File: src/hdl/bqn_pkg.sv
// ============================================================================
// bqn_pkg - shared definitions for the biquad notch filter
// Register map codes and configuration port sizes.
// ============================================================================
package bqn_pkg;

  localparam int NUM_COEFS  = 5;
  localparam int CFG_DATA_W = 32;
  localparam int CFG_ADDR_W = 5;

  // Coefficient register index (byte address / 4); codes 5..7 are unmapped
  typedef enum logic [2:0] {
    REG_B0 = 3'd0,
    REG_B1 = 3'd1,
    REG_B2 = 3'd2,
    REG_A1 = 3'd3,
    REG_A2 = 3'd4
  } bqn_reg_t;

endpackage

File: src/hdl/bqn_cfg_regs.sv
// ============================================================================
// bqn_cfg_regs - coefficient register file
// APB-style write/read access to the five signed filter coefficients.
// ============================================================================
module bqn_cfg_regs
  import bqn_pkg::*;
#(
  parameter int COEF_FRAC_BITS = 16,
  parameter int COEF_BITS      = 21
) (
  input  logic                        clk,
  input  logic                        rst_n,
  input  logic                        wr_en,
  input  logic [CFG_ADDR_W-1:0]       addr,
  input  logic [CFG_DATA_W-1:0]       wdata,
  output logic [CFG_DATA_W-1:0]       rdata,
  output logic signed [COEF_BITS-1:0] coef_o [NUM_COEFS]
);

  localparam logic [COEF_BITS-1:0] UNITY = COEF_BITS'(1) << COEF_FRAC_BITS;

  logic signed [COEF_BITS-1:0] coef_r [NUM_COEFS];
  bqn_reg_t                    reg_idx;

  assign reg_idx = bqn_reg_t'(addr[CFG_ADDR_W-1:2]);

  always_ff @(posedge clk) begin
    if (!rst_n) begin
      coef_r[REG_B0] <= UNITY;
      coef_r[REG_B1] <= '0;
      coef_r[REG_B2] <= '0;
      coef_r[REG_A1] <= '0;
      coef_r[REG_A2] <= '0;
    end else if (wr_en) begin
      unique case (reg_idx)
        REG_B0:  coef_r[REG_B0] <= wdata[COEF_BITS-1:0];
        REG_B1:  coef_r[REG_B1] <= wdata[COEF_BITS-1:0];
        REG_B2:  coef_r[REG_B2] <= wdata[COEF_BITS-1:0];
        REG_A1:  coef_r[REG_A1] <= wdata[COEF_BITS-1:0];
        REG_A2:  coef_r[REG_A2] <= wdata[COEF_BITS-1:0];
        default: ;  // unmapped address, drop the write
      endcase
    end
  end

  // Read back sign-extended
  always_comb begin
    unique case (reg_idx)
      REG_B0:  rdata = CFG_DATA_W'(coef_r[REG_B0]);
      REG_B1:  rdata = CFG_DATA_W'(coef_r[REG_B1]);
      REG_B2:  rdata = CFG_DATA_W'(coef_r[REG_B2]);
      REG_A1:  rdata = CFG_DATA_W'(coef_r[REG_A1]);
      REG_A2:  rdata = CFG_DATA_W'(coef_r[REG_A2]);
      default: rdata = '0;
    endcase
  end

  assign coef_o = coef_r;

endmodule

File: config.mk
export PLATFORM = sky130hd
export DESIGN_NAME = bqn_cfg_regs
export DESIGN_NICKNAME = d
export VERILOG_FILES = /design/src/hdl/bqn_pkg.sv /design/src/hdl/bqn_cfg_regs.sv
export SDC_FILE = /design/constraint.sdc
export NUM_CORES = 1
export LEC_CHECK = 0
export BUFFER_PORTS_ARGS = -buffer_cell sky130_fd_sc_hd__buf_2
export CORE_AREA = 2 2 119 86
export CTS_CLUSTER_SIZE = 14
export DETAILED_ROUTE_END_ITERATION = 7
export DIE_AREA = 0 0 121 88
export HOLD_SLACK_MARGIN = 0.08
export PLACE_DENSITY = 0.87
export SYNTH_ARGS = -nofsm -noshare
export SYNTH_HDL_FRONTEND = slang
export SYNTH_SLANG_ARGS = --single-unit
File: constraint.sdc
create_clock -name clk -period 5.4 [get_ports clk]
set_input_delay 1.08 -clock clk [delete_from_list [all_inputs] [get_ports clk]]
set_output_delay 1.08 -clock clk [all_outputs]
set_load 0.01 [all_outputs]
==> results.cfg <==
[status]
outcome = completed

[clocking]
holdBufCountCts = 0
post_cts_resized = 0
cts_setup_buffers = 0
cts_made_buffers = 9
cts_buffer_depth = 2
insertion_delay_ns = 0.33
cts_tree = done
clock-sinks = 105
path_clk_slew_ns = 0.06
cts-root-buf = clkbuf_16
h-tree-depth = 3

[die]
rows = 30
die-area_mm2 = 0.0106
die_w_um = 121
die_y_um = 88
core_area_mm2 = 0.00950
io_pins = 177
initial_core_util_pct = 48.9

[place]
pre_cts_ws_ns = 0.827
placed_cell_area_mm2 = 0.00541
gp_congestion = 0.825
numPlacedInstances = 794
io_buffers = 163
dp_hpwl_um = 9310

[synth]
synth_compound_area_share_pct = 24.0
syn_area_mm2 = 0.00465
yosysSeqAreaShare_pct = 45.2
yosys.area_share.simple_pct = 19.0
synth_cell_type_count = 24
synthAdderAreaFrac_pct = 0
synth_nets = 598
synthXorXnorAreaFrac_pct = 0
synth_mux_area_share_pct = 5.28
ys_ff_latch = 105
ys_warn_count = 0
synth_top_family_by_area = compound AO/OA/AOI/OAI gates
syn_inst = 558
syn_area_per_cell_um2 = 8.33

[detailed_routing]
dr.pass1.iters = 7
ant_nets = 0
wl_um = 14300
vias = 4695
routedWlPerCell_um = 17.7
drc = 0
viasPerCell = 5.80
drt_iter0_markers = 404

[power]
ir_worst_vdd_v = 0.000156
p_total_mw = 1.59
powerDensity_mw_per_mm2 = 280
leakagePower_nw = 2.47

[timing]
rsz0062_at_grt = no
setup_viol = 0
fin_ws_ns = 0.762
slew_violations = 0
whs_ns = 0.472
hold_viol = 0
max_slew.worst_pin.slew_ns = 1.19
tns_ns = 0
fin_skew_ns = 0
max_freq_mhz = 216
fin_crit_sh_pct = 85.9
slew_headroom_pct = 20.7
period_minus_slack_ns = 4.64

[final_layout]
final_util_pct = 60.0
nFillCells = 829
final_cells = 810
syn2layout_area_growth_pct = 22.6
fin_area_mm2 = 0.00570
final_nets = 717
antenna_cells = 0
drive_gt1_share_pct = 29.3
largest_register_ff_count = 105

[grt]
antenna_found_initial = 0
grt_first_pass_wirelength_um = 21700
grt_pass1_vias = 4240
grt_max_degree = 127
globalRouteOverflowTotal = 0
grt_usage_pct = 26.3

[setup_path]
cp.required_ns = 4.32
worstPathArrival_ns = 3.56
worstSetupPathType = in -> out
path_max_fanout = 33
crit_path_start_kind = input pin
worstSetupEndpointType = output pin

[flow_run]
timing.max_cap.violations = 0

[min_path]
hold_path.class = reg -> reg
## worst paths after layout
check,from,endpoint,slack (ns),depth (start not counted)
min,coef_o[56]$_SDFFE_PN0P_,coef_o[56]$_SDFFE_PN0P_,0.47,2
min reg2reg,coef_o[56]$_SDFFE_PN0P_,coef_o[56]$_SDFFE_PN0P_,0.47,2
max,addr[2],rdata[25],0.76,5
max reg2reg,coef_o[97]$_SDFFE_PN0P_,coef_o[97]$_SDFFE_PN0P_,4.70,2
## cell families after synthesis
kind of cell,count (synthesis)
flip-flops,105
AND/OR/NAND/NOR,202
AO/OA/AOI/OAI,166
multiplexers,22
buffers and inverters,63
## critical path, stage by stage
cell,delay [ns]
buf_2,0.38
nor2_2,1.03
a22oi_1,0.29
o22ai_1,0.53
buf_2,0.24
## layer usage
| layer | global-route usage, % | part of all wire, % | wire [um] |
|---|---|---|---|
| met1 | 33.6 | 42 | 6090 |
| met2 | 44.9 | 47 | 6760 |
| met3 | 4.95 | 8.5 | 1220 |
| met4 | 9.62 | 1.9 | 272 |
| met5 | 0 | 0 | 0 |
## cell usage after synthesis
cell type    n  area share, %
nand2_1    147             12
dfxtp_1    105             45
a21boi_1    62             10
nand3_1     43            4.6
a22oi_1     40            6.5
clkbuf_1    33            2.7
o21ai_1     22            2.4
o22ai_1     21            2.8
o21ai_0     20            2.2
buf_2       16            1.7
buf_4       12            1.9
mux2_2      11            2.7
mux2_1       9            2.2
nand4bb_1    3           0.73
and4bb_1     2           0.54
buf_1        2           0.16
mux2i_1      2           0.43
nor2b_1      2           0.27
a2bb2oi_1    1           0.19
nand2b_1     1           0.13
nand4b_1     1           0.19
nor2_1       1          0.081
nor4b_2      1           0.32
or4b_1       1           0.22
## final cells by class
type                    count  area, um2  area share, %
repair buffers            171        878           15.4
clock inverters             3       40.0          0.703
well taps                 128        160           2.81
multi-input cells         390       2260           39.8
clock buffers              13        250           4.39
flip-flops and latches    105       2100           36.9
## placed cells by master (no fill, tap or decap), types with 3 or more instances in the layout
cell type	instances
dfxtp_1	105
clkbuf_1	3
a22oi_1	40
buf_2	162
nand3_1	43
mux2_2	11
o21ai_1	22
a21boi_1	62
mux2_1	9
buf_4	9
o21ai_0	20
nand2_1	147
clkbuf_16	9
o22ai_1	21
## power by group
| group | internal, mW | switching, mW | leakage [nW] |
|---|---|---|---|
| sequential | 0.791 | 0.0132 | 0.850 |
| combinational | 0.0533 | 0.0985 | 1.47 |
| clock | 0.371 | 0.266 | 0.144 |
(Power assumes the default switching activity.)
